File: config.mk
export PLATFORM = sky130hd
export DESIGN_NAME = playfair_digraph_decryptor
export DESIGN_NICKNAME = d
export VERILOG_FILES = /design/src/rtl/pfd_pkg.sv /design/src/rtl/pfd_ram.sv /design/src/rtl/pfd_cell.sv /design/src/rtl/playfair_digraph_decryptor.sv
export SDC_FILE = /design/constraint.sdc
export NUM_CORES = 1
export LEC_CHECK = 0
export ABC_CLOCK_PERIOD_IN_PS = 9100
export BUFFER_PORTS_ARGS = -buffer_cell sky130_fd_sc_hd__buf_4
export CAP_MARGIN = 10
export CELL_PAD_IN_SITES_DETAIL_PLACEMENT = 0
export CELL_PAD_IN_SITES_GLOBAL_PLACEMENT = 1
export CORE_ASPECT_RATIO = 0.5
export CORE_MARGIN = 4
export CORE_UTILIZATION = 55
export DETAILED_ROUTE_END_ITERATION = 8
export GPL_TIMING_DRIVEN = 0
export PLACE_DENSITY = 0.85
export SYNTH_ARGS = -nofsm -noshare
export SYNTH_HDL_FRONTEND = slang
export SYNTH_HIERARCHICAL = 1
export SYNTH_SLANG_ARGS = --single-unit
File: constraint.sdc
create_clock -name clk -period 9.1 [get_ports clk]
set_input_delay 0.91 -clock clk [delete_from_list [all_inputs] [get_ports clk]]
set_output_delay 0.91 -clock clk [all_outputs]
set_load 0.01 [all_outputs]
File: src/rtl/pfd_pkg.sv
// ----------------------------------------------------------------------------
// pfd_pkg
// Shared types, constants and letter helpers for the Playfair digraph
// decryptor: command codes, cell control word, byte cleaning, row/column split.
// ----------------------------------------------------------------------------
package pfd_pkg;

    localparam int SIDE  = 5;
    localparam int CELLS = 25;
    localparam int ALPHA = 26;

    localparam logic [4:0]  LETTER_I = 5'd8;
    localparam logic [4:0]  LETTER_J = 5'd9;
    localparam logic [6:0]  ASCII_A  = 7'h41;
    localparam logic [25:0] J_MASK   = 26'd1 << LETTER_J;

    typedef enum logic [1:0] {
        CMD_CLEAR  = 2'd0,
        CMD_KEY    = 2'd1,
        CMD_FILL   = 2'd2,
        CMD_CIPHER = 2'd3
    } cmd_t;

    typedef struct packed {
        logic       clr;
        logic       wr_en;
        logic [4:0] wr_letter;
        logic [4:0] qa;
        logic [4:0] qb;
    } cell_ctl_t;

    // {is_letter, index}; J folds onto I
    function automatic logic [5:0] clean_byte(input logic [7:0] b);
        logic [7:0] diff;
        logic       ok;
        logic [4:0] idx;
        diff = 8'd0;
        ok   = 1'b0;
        if (b >= 8'h41 && b <= 8'h5A)
        begin
            diff = b - 8'h41;
            ok   = 1'b1;
        end
        else if (b >= 8'h61 && b <= 8'h7A)
        begin
            diff = b - 8'h61;
            ok   = 1'b1;
        end
        idx = diff[4:0];
        if (idx == LETTER_J)
        begin
            idx = LETTER_I;
        end
        return {ok, idx};
    endfunction

    function automatic logic [2:0] pos_row(input logic [4:0] pos);
        logic [2:0] r;
        priority if (pos >= 5'd20) r = 3'd4;
        else if (pos >= 5'd15)     r = 3'd3;
        else if (pos >= 5'd10)     r = 3'd2;
        else if (pos >= 5'd5)      r = 3'd1;
        else                       r = 3'd0;
        return r;
    endfunction

    function automatic logic [2:0] pos_col(input logic [4:0] pos);
        logic [4:0] base;
        logic [4:0] diff;
        base = {2'b00, pos_row(pos)};
        diff = pos - ((base << 2) + base);
        return diff[2:0];
    endfunction

    // step back one place around the square
    function automatic logic [2:0] wrap_dec(input logic [2:0] v);
        return (v == 3'd0) ? 3'(SIDE - 1) : v - 3'd1;
    endfunction

    function automatic logic [4:0] make_pos(input logic [2:0] r, input logic [2:0] c);
        logic [4:0] rr;
        rr = {2'b00, r};
        return (rr << 2) + rr + {2'b00, c};
    endfunction

endpackage

File: src/rtl/pfd_ram.sv
// ----------------------------------------------------------------------------
// pfd_ram
// Generic single-write, single-read RAM with registered read data.
// ----------------------------------------------------------------------------
module pfd_ram #(
    parameter int WIDTH = 5,
    parameter int DEPTH = 26
) (
    input  logic                     clk,
    input  logic                     wr_en,
    input  logic [$clog2(DEPTH)-1:0] wr_addr,
    input  logic [WIDTH-1:0]         wr_data,
    input  logic [$clog2(DEPTH)-1:0] rd_addr,
    output logic [WIDTH-1:0]         rd_data
);

    logic [WIDTH-1:0] mem [DEPTH];

    always_ff @(posedge clk)
    begin
        if (wr_en)
        begin
            mem[wr_addr] <= wr_data;
        end
        rd_data <= mem[rd_addr];
    end

endmodule

File: src/rtl/pfd_cell.sv
// ----------------------------------------------------------------------------
// pfd_cell
// One square of the key: holds its letter and the fill token, takes the
// token from its left neighbor on each append, and answers position lookups.
// ----------------------------------------------------------------------------
module pfd_cell (
    input  logic              clk,
    input  logic              rst_n,
    input  pfd_pkg::cell_ctl_t ctl,
    input  logic [4:0]        cell_pos,
    input  logic              tok_in,
    output logic              tok_out,
    output logic [4:0]        rd_a,
    output logic [4:0]        rd_b
);

    logic       tok_reg;
    logic       tok_next;
    logic [4:0] letter_reg;

    always_comb
    begin
        tok_next = tok_reg;
        if (ctl.clr)
        begin
            tok_next = 1'b0;
        end
        else if (ctl.wr_en)
        begin
            tok_next = tok_in;
        end
    end

    always_ff @(posedge clk or negedge rst_n)
    begin
        if (!rst_n)
        begin
            tok_reg <= 1'b0;
        end
        else
        begin
            tok_reg <= tok_next;
        end
    end

    always_ff @(posedge clk)
    begin
        if (ctl.wr_en && tok_in)
        begin
            letter_reg <= ctl.wr_letter;
        end
    end

    assign tok_out = tok_reg;
    assign rd_a    = (cell_pos == ctl.qa) ? letter_reg : 5'd0;
    assign rd_b    = (cell_pos == ctl.qb) ? letter_reg : 5'd0;

endmodule

File: src/rtl/playfair_digraph_decryptor.sv
// ----------------------------------------------------------------------------
// playfair_digraph_decryptor
// Builds a 5x5 Playfair key square in a chain of cells and decrypts cipher
// letters in pairs.
//
//   channel | handshake              | payload
//   --------+------------------------+----------------------------
//   cmd     | cmd_valid / cmd_stall  | command, data_byte
//   plain   | plain_valid / plain_stall | plain_letter, last
//
// Clear, keyword byte and unpaired cipher letter: handled in idle, no stall.
// Finish fill: one letter of the alphabet per cycle.
// Cipher pair: two reads of the position RAM, one target compute and one
// cell lookup, then two output words.
// Reset is asynchronous; the key square and position RAM are not cleared.
// plain_stall holds the current output word; cmd_stall is high while busy.
// ----------------------------------------------------------------------------
module playfair_digraph_decryptor (
    input  logic       clk,
    input  logic       rst_n,
    input  logic       cmd_valid,
    output logic       cmd_stall,
    input  logic [1:0] command,
    input  logic [7:0] data_byte,
    output logic       plain_valid,
    input  logic       plain_stall,
    output logic [6:0] plain_letter,
    output logic       last
);

    typedef enum logic [2:0] {
        S_IDLE,
        S_FILL,
        S_RD1,
        S_RD2,
        S_CALC,
        S_LOOK,
        S_OUT0,
        S_OUT1
    } state_t;

    state_t      state_reg, state_next;
    logic [25:0] used_reg, used_next;
    logic [4:0]  fill_reg, fill_next;
    logic [4:0]  scan_reg, scan_next;
    logic [4:0]  pend_reg, pend_next;
    logic        pend_ok_reg, pend_ok_next;
    logic [4:0]  cur_reg, cur_next;
    logic [4:0]  p1_reg, p1_next;
    logic [4:0]  qa_reg, qa_next;
    logic [4:0]  qb_reg, qb_next;
    logic [4:0]  a_reg, a_next;
    logic [4:0]  b_reg, b_next;

    logic        acc;
    logic [5:0]  cl;
    logic        app_try;
    logic        app_do;
    logic [4:0]  app_letter;
    logic        clr;
    logic [4:0]  ram_addr;
    logic [4:0]  ram_q;
    logic [2:0]  r1, c1, r2, c2;
    logic [4:0]  rd_a_or, rd_b_or;

    pfd_pkg::cell_ctl_t ctl;
    logic [pfd_pkg::CELLS-1:0] tok_vec;
    logic [4:0] rd_a_vec [pfd_pkg::CELLS];
    logic [4:0] rd_b_vec [pfd_pkg::CELLS];

    assign acc = cmd_valid && !cmd_stall;
    assign cl  = pfd_pkg::clean_byte(data_byte);

    assign r1 = pfd_pkg::pos_row(p1_reg);
    assign c1 = pfd_pkg::pos_col(p1_reg);
    assign r2 = pfd_pkg::pos_row(ram_q);
    assign c2 = pfd_pkg::pos_col(ram_q);

    always_comb
    begin
        state_next   = state_reg;
        used_next    = used_reg;
        fill_next    = fill_reg;
        scan_next    = scan_reg;
        pend_next    = pend_reg;
        pend_ok_next = pend_ok_reg;
        cur_next     = cur_reg;
        p1_next      = p1_reg;
        qa_next      = qa_reg;
        qb_next      = qb_reg;
        a_next       = a_reg;
        b_next       = b_reg;
        app_try      = 1'b0;
        app_letter   = cl[4:0];
        clr          = 1'b0;

        unique case (state_reg)
            S_IDLE:
            begin
                if (acc)
                begin
                    unique case (pfd_pkg::cmd_t'(command))
                        pfd_pkg::CMD_CLEAR:
                        begin
                            used_next    = pfd_pkg::J_MASK;
                            fill_next    = 5'd0;
                            pend_ok_next = 1'b0;
                            clr          = 1'b1;
                        end
                        pfd_pkg::CMD_KEY:
                        begin
                            app_try = cl[5];
                        end
                        pfd_pkg::CMD_FILL:
                        begin
                            scan_next  = 5'd0;
                            state_next = S_FILL;
                        end
                        pfd_pkg::CMD_CIPHER:
                        begin
                            if (cl[5])
                            begin
                                if (!pend_ok_reg)
                                begin
                                    pend_next    = cl[4:0];
                                    pend_ok_next = 1'b1;
                                end
                                else
                                begin
                                    cur_next     = cl[4:0];
                                    pend_ok_next = 1'b0;
                                    state_next   = S_RD1;
                                end
                            end
                        end
                        default:
                        begin
                            state_next = S_IDLE;
                        end
                    endcase
                end
            end
            S_FILL:
            begin
                app_try    = 1'b1;
                app_letter = scan_reg;
                scan_next  = scan_reg + 5'd1;
                if (scan_reg == 5'(pfd_pkg::ALPHA - 1))
                begin
                    state_next = S_IDLE;
                end
            end
            S_RD1:
            begin
                state_next = S_RD2;
            end
            S_RD2:
            begin
                p1_next    = ram_q;
                state_next = S_CALC;
            end
            S_CALC:
            begin
                priority if (r1 == r2)
                begin
                    qa_next = pfd_pkg::make_pos(r1, pfd_pkg::wrap_dec(c1));
                    qb_next = pfd_pkg::make_pos(r2, pfd_pkg::wrap_dec(c2));
                end
                else if (c1 == c2)
                begin
                    qa_next = pfd_pkg::make_pos(pfd_pkg::wrap_dec(r1), c1);
                    qb_next = pfd_pkg::make_pos(pfd_pkg::wrap_dec(r2), c2);
                end
                else
                begin
                    qa_next = pfd_pkg::make_pos(r1, c2);
                    qb_next = pfd_pkg::make_pos(r2, c1);
                end
                state_next = S_LOOK;
            end
            S_LOOK:
            begin
                a_next     = rd_a_or;
                b_next     = rd_b_or;
                state_next = S_OUT0;
            end
            S_OUT0:
            begin
                if (!plain_stall)
                begin
                    state_next = S_OUT1;
                end
            end
            S_OUT1:
            begin
                if (!plain_stall)
                begin
                    state_next = S_IDLE;
                end
            end
            default:
            begin
                state_next = S_IDLE;
            end
        endcase

        app_do = app_try && !used_reg[app_letter] && (fill_reg != 5'(pfd_pkg::CELLS));
        if (app_do)
        begin
            used_next[app_letter] = 1'b1;
            fill_next             = fill_reg + 5'd1;
        end
    end

    always_ff @(posedge clk or negedge rst_n)
    begin
        if (!rst_n)
        begin
            state_reg   <= S_IDLE;
            used_reg    <= pfd_pkg::J_MASK;
            fill_reg    <= 5'd0;
            scan_reg    <= 5'd0;
            pend_reg    <= 5'd0;
            pend_ok_reg <= 1'b0;
            cur_reg     <= 5'd0;
            p1_reg      <= 5'd0;
            qa_reg      <= 5'd0;
            qb_reg      <= 5'd0;
            a_reg       <= 5'd0;
            b_reg       <= 5'd0;
        end
        else
        begin
            state_reg   <= state_next;
            used_reg    <= used_next;
            fill_reg    <= fill_next;
            scan_reg    <= scan_next;
            pend_reg    <= pend_next;
            pend_ok_reg <= pend_ok_next;
            cur_reg     <= cur_next;
            p1_reg      <= p1_next;
            qa_reg      <= qa_next;
            qb_reg      <= qb_next;
            a_reg       <= a_next;
            b_reg       <= b_next;
        end
    end

    assign ram_addr = (state_reg == S_RD1) ? pend_reg : cur_reg;

    pfd_ram #(
        .WIDTH (5),
        .DEPTH (pfd_pkg::ALPHA)
    ) u_pos_ram (
        .clk     (clk),
        .wr_en   (app_do),
        .wr_addr (app_letter),
        .wr_data (fill_reg),
        .rd_addr (ram_addr),
        .rd_data (ram_q)
    );

    assign ctl.clr       = clr;
    assign ctl.wr_en     = app_do;
    assign ctl.wr_letter = app_letter;
    assign ctl.qa        = qa_reg;
    assign ctl.qb        = qb_reg;

    for (genvar k = 0; k < pfd_pkg::CELLS; k++)
    begin : g_cell
        logic tok_in;
        if (k == 0)
        begin : g_head
            assign tok_in = (fill_reg == 5'd0);
        end
        else
        begin : g_link
            assign tok_in = tok_vec[k-1];
        end
        pfd_cell u_cell (
            .clk      (clk),
            .rst_n    (rst_n),
            .ctl      (ctl),
            .cell_pos (5'(k)),
            .tok_in   (tok_in),
            .tok_out  (tok_vec[k]),
            .rd_a     (rd_a_vec[k]),
            .rd_b     (rd_b_vec[k])
        );
    end

    always_comb
    begin
        rd_a_or = 5'd0;
        rd_b_or = 5'd0;
        for (int k = 0; k < pfd_pkg::CELLS; k++)
        begin
            rd_a_or = rd_a_or | rd_a_vec[k];
            rd_b_or = rd_b_or | rd_b_vec[k];
        end
    end

    assign cmd_stall    = (state_reg != S_IDLE);
    assign plain_valid  = (state_reg == S_OUT0) || (state_reg == S_OUT1);
    assign last         = (state_reg == S_OUT1);
    assign plain_letter = pfd_pkg::ASCII_A +
                          {2'b00, ((state_reg == S_OUT1) ? b_reg : a_reg)};

    a_tok_matches_fill: assert property (@(posedge clk) disable iff (!rst_n)
        $countones(tok_vec) == ((fill_reg != 5'd0) ? 1 : 0))
        else $error("fill token out of step with fill count");

    a_fill_bound: assert property (@(posedge clk) disable iff (!rst_n)
        fill_reg <= 5'(pfd_pkg::CELLS))
        else $error("fill count past end of square");

    a_j_used: assert property (@(posedge clk) disable iff (!rst_n)
        used_reg[pfd_pkg::LETTER_J])
        else $error("J left unmarked");

    a_pair_ends: assert property (@(posedge clk) disable iff (!rst_n)
        plain_valid && last && !plain_stall |=> !plain_valid)
        else $error("output word after end of pair");

    a_busy_no_pending: assert property (@(posedge clk) disable iff (!rst_n)
        (state_reg == S_RD1) |-> !pend_ok_reg)
        else $error("held letter kept while decrypting pair");

endmodule
[Word level (Yosys, flattened, before mapping)]
Memory sizes are Yosys's and may differ from the RTL's. A register that Yosys moved wholly into a read port is not among the register bits.
Index checks and enable logic that the tools add are counted.
Cells by class
  add/subtract/negate cells: 21
  order comparisons: 14
  equality and inequality tests: 72
  mux-type cells: 156
  bitwise logic cells: 50
  reduce and logical (&&, ||, !) cells: 56
Operators with widths (count)
  $mux 5: 66
  $or 5x5->5: 48
  $mux 26: 4
  $eq 5x5->1 const A: 18
  $eq 4x5->1 const A: 16
  $mux 1: 63
  $add 5x3->5: 10
  $eq 3x5->1 const A: 8
  $mux 3: 13
  $logic_and 1x1->1: 31
  $or 26x26->26: 1
  $pmux 3 s8: 1
  $eq 2x5->1 const A: 4
  $ge 5x4->1 const B: 4
  $ge 8x7->1 const B: 2
  $le 8x7->1 const B: 2
  $logic_not 3->1: 5
  $logic_not 5->1: 3
  $eq 3x3->1 const B: 4
  $reduce_bool 2->1: 6
  $sub 3x1->3 const B: 4
  $add 5x1->5 const B: 2
  $eq 1x5->1 const A: 2
  $ge 5x3->1 const B: 2
  33 further kinds: 50
Word-level totals
  bits in registers: 224
  bits in writable memories: 130
  output and inout bits: 10
  word-level logic and storage cells: 431
  memories kept: 1
Memories
  u_pos_ram.mem: depth 26, width 5, read ports 1, clocked after Yosys merged registers in 1, wr ports 1, RTL line pfd_ram.sv:17  | logic [WIDTH-1:0] mem [DEPTH];

[Depth between registers and ports, before layout]
Gate-level depths: netlist (run 1).
  word-level depth: 26
  mapped depth: 20
  depth with buffers taken out: 19

[By module]
The synthesis (run 1) kept the hierarchy.
By module, submodules not included
  pfd_cell: instances 25, cells each 42, area an instance 395.4 µm²
  playfair_digraph_decryptor: instances 1, cells each 746, area an instance 6128.4 µm²
  pfd_ram: instances 1, cells each 315, area an instance 5365.1 µm²

[Worst setup path before layout (run 1)]
No wires, ideal clock.
  kind: in2reg
  start: input port data_byte[0]
  end: memory u_pos_ram.mem[4][0] (enable)
  data arrival time: 5.078 ns
  data required time: 8.758 ns
  setup slack: 3.680 ns
  stages: 17
  cells stage by stage: inv_1 > ha_1 > nor3b_2 > nor3b_4 > or3_1 > buf_6 > o31a_1 > inv_2 > a21o_2 > a311oi_1 > nor4b_4 > nand3_1 > buf_2 > inv_1 > or3b_1 > clkbuf_1 > nor2_1
Between the ends
  cells in the longest elaborated chain, start to end: 14
  elaborated cells between the ends (all ways): 25
  those cells by class: add/sub: 2; order compare: 4; eq/ne: 1; mux: 13; reduce/logical: 5
Ends and longest elaborated chain
  start, declared: RTL line playfair_digraph_decryptor.sv:24  | input logic [7:0] data_byte,
  $ge 8x7->1 / $le 8x7->1 (equally long branches): RTL line pfd_pkg.sv:44  | else if (b >= 8'h61 && b <= 8'h7A)
  $logic_and 1x1->1: RTL line pfd_pkg.sv:44
  $mux 5: RTL line pfd_pkg.sv:44
  $mux 5 (*): RTL line pfd_pkg.sv:39  | if (b >= 8'h41 && b <= 8'h5A)
  $eq 5x4->1: RTL line pfd_pkg.sv:50  | if (idx == LETTER_J)
  $mux 5 (*): RTL line pfd_pkg.sv:50
  $mux 5 (*): RTL line playfair_digraph_decryptor.sv:97  | unique case (state_reg)
  net app_letter[3]: RTL line playfair_digraph_decryptor.sv:59  | logic [4:0] app_letter;
  $bmux 1 s5 (*): RTL line playfair_digraph_decryptor.sv:207  | app_do = app_try && !used_reg[app_letter] && (fill_reg != 5'(pfd_pkg::CELLS));
  $mux 1 (not written as such) (*): RTL line playfair_digraph_decryptor.sv:207
  $logic_not 1->1 (*): RTL line playfair_digraph_decryptor.sv:207
  $logic_and 1x1->1 (*) (2 in series): RTL line playfair_digraph_decryptor.sv:207
  net app_do: RTL line playfair_digraph_decryptor.sv:58  | logic app_do;
  $mux 1 (*): RTL line pfd_ram.sv:21  | if (wr_en)
  $mux 1 (not written as such) (*): RTL line pfd_ram.sv:23  | mem[wr_addr] <= wr_data;
  end, declared: RTL line pfd_ram.sv:17
Mark *: on every way through the listed nets, which the timed path passes. The rest lies on a longest branch. The select of a mux whose other input is x is not followed.

[Final worst setup path (run 1)]
  start: input port data_byte[0]
  end: memory u_pos_ram.mem[8][3] (enable)
Same word-level chain as after synthesis.

==> metrics, run 1 <==
status=finished clean; FILL cells=3,153; DR vias=16,000; CP max stage delay=0.73 ns; cell count after synthesis=roughly 2,100; clock group share of total power=between 10% and 20%; Util after Layout=64.6%; crit path max fanout=38; CORE AREA=around 0.038 sq mm; peak supply drop=0.000210 V; Ports=24; Die Area=~0.042 sq mm; area taken by multi-input logic gates=0.0116 sq mm; Worst Skew=0.0157 ns; Yosys Warn Count=6; crit path DAT=5.82 ns; worst min-delay path class=primary input to async pin; final period utilization=62.2%; # setup viols final=0; # DRC=0; initial drt markers=1,229; antenna violations before repair=0; Total GRT Usage=25.6%; # Post-CTS Setup Buffers=0; Max Slew Vio Count=0; setup TNS=0 ns; H-Tree Depth=2; Leakage=9.20 nW; sequential share of power=30.6%; Final GP Congestion=0.874; Worst-Skew Late Latency=0.53 ns; DRT Wirelength=53,900 um; CTS Root Cell=clkbuf_16; power density over the cells=327 mW/mm^2; remaining global-route overflow=0; most used cell along the critical path=inv_2; Critical Path Source Type=primary input; Internal Pwr Total=between 0.004 and 0.005 W; Initial DRT Pass Iterations=5; slew margin rel.=22.2%; first-pass GRT wire length=84,700 um; routed len/inst=18.1 um; CP required=9.26 ns; Layout area overhead=14.6%; largest net degree at the start of global routing=63; placement row count=50; max FFs per register=130; vias in the first global route=15,600; CTS tree=yes; Post-Syn Area=roughly 0.021 sq mm; PostCTS Resize Cnt=0; clock tree buffer depth=3; Die X=287 um; TritonCTS buffer count=35; Routed Antenna Nets=0; crit path time final=5.66 ns; chip height=roughly 150 um; Starting Density=56.4%; clk slew on worst S/H paths=0.06 ns; Comb power frac=about 52%; Crit Path Category=primary input to flop; hpwl dp=37,400 um; Crit. End Element=flop; Worst-Margin Slew=1.17 ns; Synth Area per Inst=between 10 and 15 sq um; Crit-path slowest cell=inv_2; # port buffers=19; RSZ-0062 raised after global routing=no; DP Area=0.0233 sq mm; cts hold-fix bufs=0; Max Cap Viol=0; Psw=0.00342 W; register area=0.0103 sq mm; Net Sw Frac=42.7%; Sink Count=between 300 and 400; Final Hold Vio Count=0; Nets=2,483; fin area=0.0245 sq mm; layout cells sized above 1=9.72%; critical path, cell by cell=buf_4 > inv_1 > ha_1 > nor3b_2 > nor3b_4 > or3_1 > buf_6 > o31a_1 > inv_2 > a21o_2 > a311oi_1 > nor4b_4 > nand3_1 > buf_2 > inv_2 > or3b_1 > clkbuf_1 > nor2_1; Vias/cell=5.38; fmax=177 MHz
metrics by stage:
step	std cells	hold slack [ns]	total power [W]	setup slack, ns
2_1_floorplan	2356	0.446	0.00551	3.69
3_3_place_gp	2895	0.460	0.00652	0.760
3_5_place_dp	2906	0.465	0.00659	2.92
4_1_cts	2968	0.375	0.00804	3.44
5_1_grt	2969	0.404	0.00866	3.19
6_report	2970	0.372	0.00800	3.44
layout make-up:
class | count | share of cell area [%]
buffer | 46 | 0.967
multi-input combinational | 1881 | 47.3
sequential | 359 | 41.9
antenna | 1 | 0.0102
tap | 520 | 2.66
inverter | 70 | 1.07
clock buffer | 43 | 3.88
timing repair buffer | 31 | 1.59
clock inverter | 19 | 0.629
final timing paths:
kind	start	end	slack, ns	depth (start not counted)
worst max register to register	state_reg[1]$_DFFE_PN0P_	u_pos_ram/mem[8][3]$_DFFE_PP_	4.32	13
min in group clk	used_reg[4]$_DFF_PN0_	used_reg[4]$_DFF_PN0_	0.48	2
max in group asynchronous	rst_n	qa_reg[0]$_DFFE_PN0P_	7.94	2
worst max-delay path	data_byte[0]	u_pos_ram/mem[8][3]$_DFFE_PP_	3.44	18
worst min-delay path	rst_n	cur_reg[2]$_DFFE_PN0P_	0.37	1
worst min register to register	used_reg[4]$_DFF_PN0_	used_reg[4]$_DFF_PN0_	0.48	2
power by group through the flow:
stage / Combinational [W] / Sequential, W / Clock [W]
2_1_floorplan: 0.00315 / 0.00235 / 0
3_3_place_gp: 0.00395 / 0.00258 / 0
3_5_place_dp: 0.00410 / 0.00249 / 0
4_1_cts: 0.00414 / 0.00245 / 0.00145
5_1_grt: 0.00464 / 0.00249 / 0.00153
6_report: 0.00413 / 0.00245 / 0.00142
critical path, delay by kind of cell:
family | cells | cell delay (ns)
AO/OA/AOI/OAI | 3 | 0.76
adder cells (fa/ha/maj) | 1 | 0.29
buffers and inverters | 7 | 1.73
AND/OR/NAND/NOR | 7 | 2.10
routing by layer:
metal | vias up | share of wire (%) | GRT usage, % | wire length [um]
met5 | - | 0 | 0 | 0
li1 | 7827 | - | - | -
met1 | 7618 | 46 | 36.1 | 24600
met2 | 452 | 47 | 42.2 | 25200
met3 | 86 | 5.7 | 4.11 | 3090
met4 | 0 | 1.8 | 5.83 | 981
cells in the final DEF (no fill, tap or decap), drive strengths merged, types with 8 or more instances in the layout:
cell type / n
nor2: 361
xnor2: 265
edfxtp: 255
conb: 251
nand2: 242
nand3: 210
dfrtp: 98
inv: 72
a21oi: 68
clkbuf: 67
mux2i: 62
o21ai: 53
buf: 53
nor4: 52
nand4: 42
ha: 35
and2: 33
o31ai: 25
nor3: 19
mux2: 16
clkinv: 14
xor2: 13
a21o: 12
mux4: 12
o211ai: 10
fa: 10
nor2b: 9
nand3b: 8
No activity file was read; power rests on OpenSTA's default activity.
==> run 2: changes to the inputs <==
--- a/config.mk
+++ b/config.mk
@@ -5,17 +5,17 @@
 export SDC_FILE = /design/constraint.sdc
 export NUM_CORES = 1
 export LEC_CHECK = 0
-export ABC_CLOCK_PERIOD_IN_PS = 9100
+export ABC_CLOCK_PERIOD_IN_PS = 5700
 export BUFFER_PORTS_ARGS = -buffer_cell sky130_fd_sc_hd__buf_4
 export CAP_MARGIN = 10
 export CELL_PAD_IN_SITES_DETAIL_PLACEMENT = 0
 export CELL_PAD_IN_SITES_GLOBAL_PLACEMENT = 1
 export CORE_ASPECT_RATIO = 0.5
 export CORE_MARGIN = 4
-export CORE_UTILIZATION = 55
+export CORE_UTILIZATION = 51
 export DETAILED_ROUTE_END_ITERATION = 8
 export GPL_TIMING_DRIVEN = 0
-export PLACE_DENSITY = 0.85
+export PLACE_DENSITY = 0.79
 export SYNTH_ARGS = -nofsm -noshare
 export SYNTH_HDL_FRONTEND = slang
 export SYNTH_HIERARCHICAL = 1
==> constraint.sdc (replaced) <==
create_clock -name clk -period 5.7 [get_ports clk]
set_input_delay 0.57 -clock clk [delete_from_list [all_inputs] [get_ports clk]]
set_output_delay 0.57 -clock clk [all_outputs]
set_load 0.01 [all_outputs]
==> run 2 against run 1 <==
  * Combinational power is 61% higher
  * Final cell count is 0.61% higher
  * Design area hardly changed
  * Clock skew is 0.0077 ns higher
  * Worst hold slack worse by 0.30 ns
  * Register-to-register slack worse by 3.4 ns
  * Clock power is 60% higher
  * Critical path depth stayed put
  * Setup slack worse by 3.1 ns
  * Sequential cell count stayed put
  * Critical path type unchanged
  * Largest cell class unchanged
  * Highest routed layer unchanged
==> metrics, run 2 (synthesized netlist as in run 1, its figures left out) <==
Worst Skew=0.0234 ns; # port buffers=19; peak supply drop=0.000366 V; most used cell along the critical path=inv_2; clk slew on worst S/H paths=0.06 ns; Crit Path Category=primary input to flop; ANT cells=0; DR vias=15,700; WHS=0.0714 ns; Psw=roughly 0.0055 W; crit path time final=5.39 ns; Total GRT Usage=24.2%; fmax=186 MHz; routed len/inst=18.5 um; crit-path leading delay family=simple AND/OR/NAND/NOR gates; antenna violations before repair=1; commonest non-fill, non-tap cells in the layout=nor2_1, edfxtp_1, conb_1; Leakage=~9.2 nW; critical path, cell by cell=buf_4 > inv_1 > ha_1 > nor3b_2 > nor3b_4 > or3_1 > buf_6 > o31a_1 > inv_2 > a21o_2 > a311oi_1 > nor4b_4 > nand3_1 > buf_2 > inv_2 > or3b_1 > clkbuf_1 > nor2_1; Final GP Congestion=0.872; Nets=2,482; PostCTS Resize Cnt=0; Critical Path Source Type=primary input; CP required=~6 ns; Starting Density=52.2%; DP Area=about 0.023 sq mm; worst min-delay path class=primary input to async pin; H-Tree Depth=2; Internal Pwr Total=0.00734 W; crit path max fanout=38; CTS Root Cell=clkbuf_16; Die Area=0.0454 sq mm; CP max stage delay=0.76 ns; initial drt markers=1,206; fin area=roughly 0.024 sq mm; Crit. End Element=flop; power density over the cells=around 530 mW/mm^2; hpwl dp=38,800 um; sequential share of power=30.5%; RSZ-0062 raised after global routing=no; Max Cap Viol=0; Worst-Margin Slew=~1.1 ns; layout cells sized above 1=9.52%; # DRC=0; Initial DRT Pass Iterations=5; # setup viols final=0; Layout area overhead=14.7%; Vias/cell=approximately 5.3; remaining global-route overflow=0; Routed Antenna Nets=0; Ports=24; slew margin rel.=25.3%; placement row count=52; first-pass GRT wire length=between 80,000 and 90,000 um; WP buf/inv=7; Final Hold Vio Count=0; Net Sw Frac=42.9%; Util after Layout=between 50% and 60%; final period utilization=94.5%; CTS tree=yes; Die X=297 um; Max Slew Vio Count=0; clock group share of total power=17.7%; vias in the first global route=15,200; status=finished clean; # Post-CTS Setup Buffers=0; clock tree buffer depth=3; largest net degree at the start of global routing=61; cts hold-fix bufs=0; TritonCTS buffer count=35; max FFs per register=130; Crit-path slowest cell=inv_2; crit path DAT=5.54 ns; CORE AREA=0.0409 sq mm; DRT Wirelength=55,400 um; Sink Count=between 300 and 400; chip height=153 um; Comb power frac=about half; Worst-Skew Late Latency=roughly 0.53 ns; commonest non-fill, non-tap cell in the layout=nor2_1
==> run 2: changes by cell type in the layout (fill, tap and decap cells not counted), sizes merged <==
cell,before,now
clkbuf,67,77
clkinv,14,5
buf,53,52
diode,1,0
inv,72,71
==> run 2: final timing paths <==
kind	depth (start not counted)	endpoint	from	slack (ns)
min in group clk	2	state_reg[0]$_DFFE_PN0P_	command[1]	0.30
max	18	u_pos_ram/mem[8][1]$_DFFE_PP_	data_byte[0]	0.31
max in group asynchronous	2	qa_reg[1]$_DFFE_PN0P_	rst_n	4.85
min reg2reg	2	used_reg[7]$_DFF_PN0_	used_reg[7]$_DFF_PN0_	0.48
min	1	pend_reg[1]$_DFFE_PN0P_	rst_n	0.07
max reg2reg	13	u_pos_ram/mem[8][1]$_DFFE_PP_	state_reg[1]$_DFFE_PN0P_	0.89
==> run 2: power groups by stage <==
stage	registers (W)	logic (W)	clock network, W
3_3_place_gp	0.00412	0.00634	0
5_1_grt	0.00400	0.00742	0.00243
3_5_place_dp	0.00399	0.00663	0
4_1_cts	0.00394	0.00667	0.00232
6_report	0.00393	0.00666	0.00227
2_1_floorplan	0.00375	0.00504	0
==> run 2: per-layer routing <==
metal	vias up	part of all wire [%]	GRT usage, %
met3	53	5.0	3.08
met5	-	0	0
met4	0	1.7	4.22
met2	369	46	40.0
li1	7805	-	-
met1	7491	47	35.0
==> run 2: area by class of cell <==
class | count | area (sq um)
inverters | 70 | 263
multi-input cells | 1881 | 11600
fillers | 3532 | 16400
flip-flops and latches | 359 | 10300
clock inverters | 9 | 104
clock buffers | 53 | 993
plain buffers | 46 | 236
well taps | 540 | 676
repair buffers | 30 | 388
==> run 2: worst register-to-register path: stages (launching register included) <==
cell and delay, ns:
dfrtp_1 0.40, nor3b_2 0.52, nand2_1 0.11, o31a_1 0.21
inv_2 0.76, a21o_2 0.28, a311oi_1 0.10, nor4b_4 0.41
nand3_1 0.13, buf_2 0.23, inv_2 0.15, or3b_1 0.36
clkbuf_1 0.28, nor2_1 0.50
==> run 2: metrics by stage <==
step	TNS (ns)	total power [W]	std cells	setup slack, ns
CTS	0	0.0129	2987	0.327
floorplan	0	0.00879	2356	0.634
finish	0	0.0129	2988	0.313
global route	0	0.0139	2988	0.0434
detailed placement	-4.39	0.0106	2925	-0.194
global placement	-533.30	0.0105	2915	-2.51
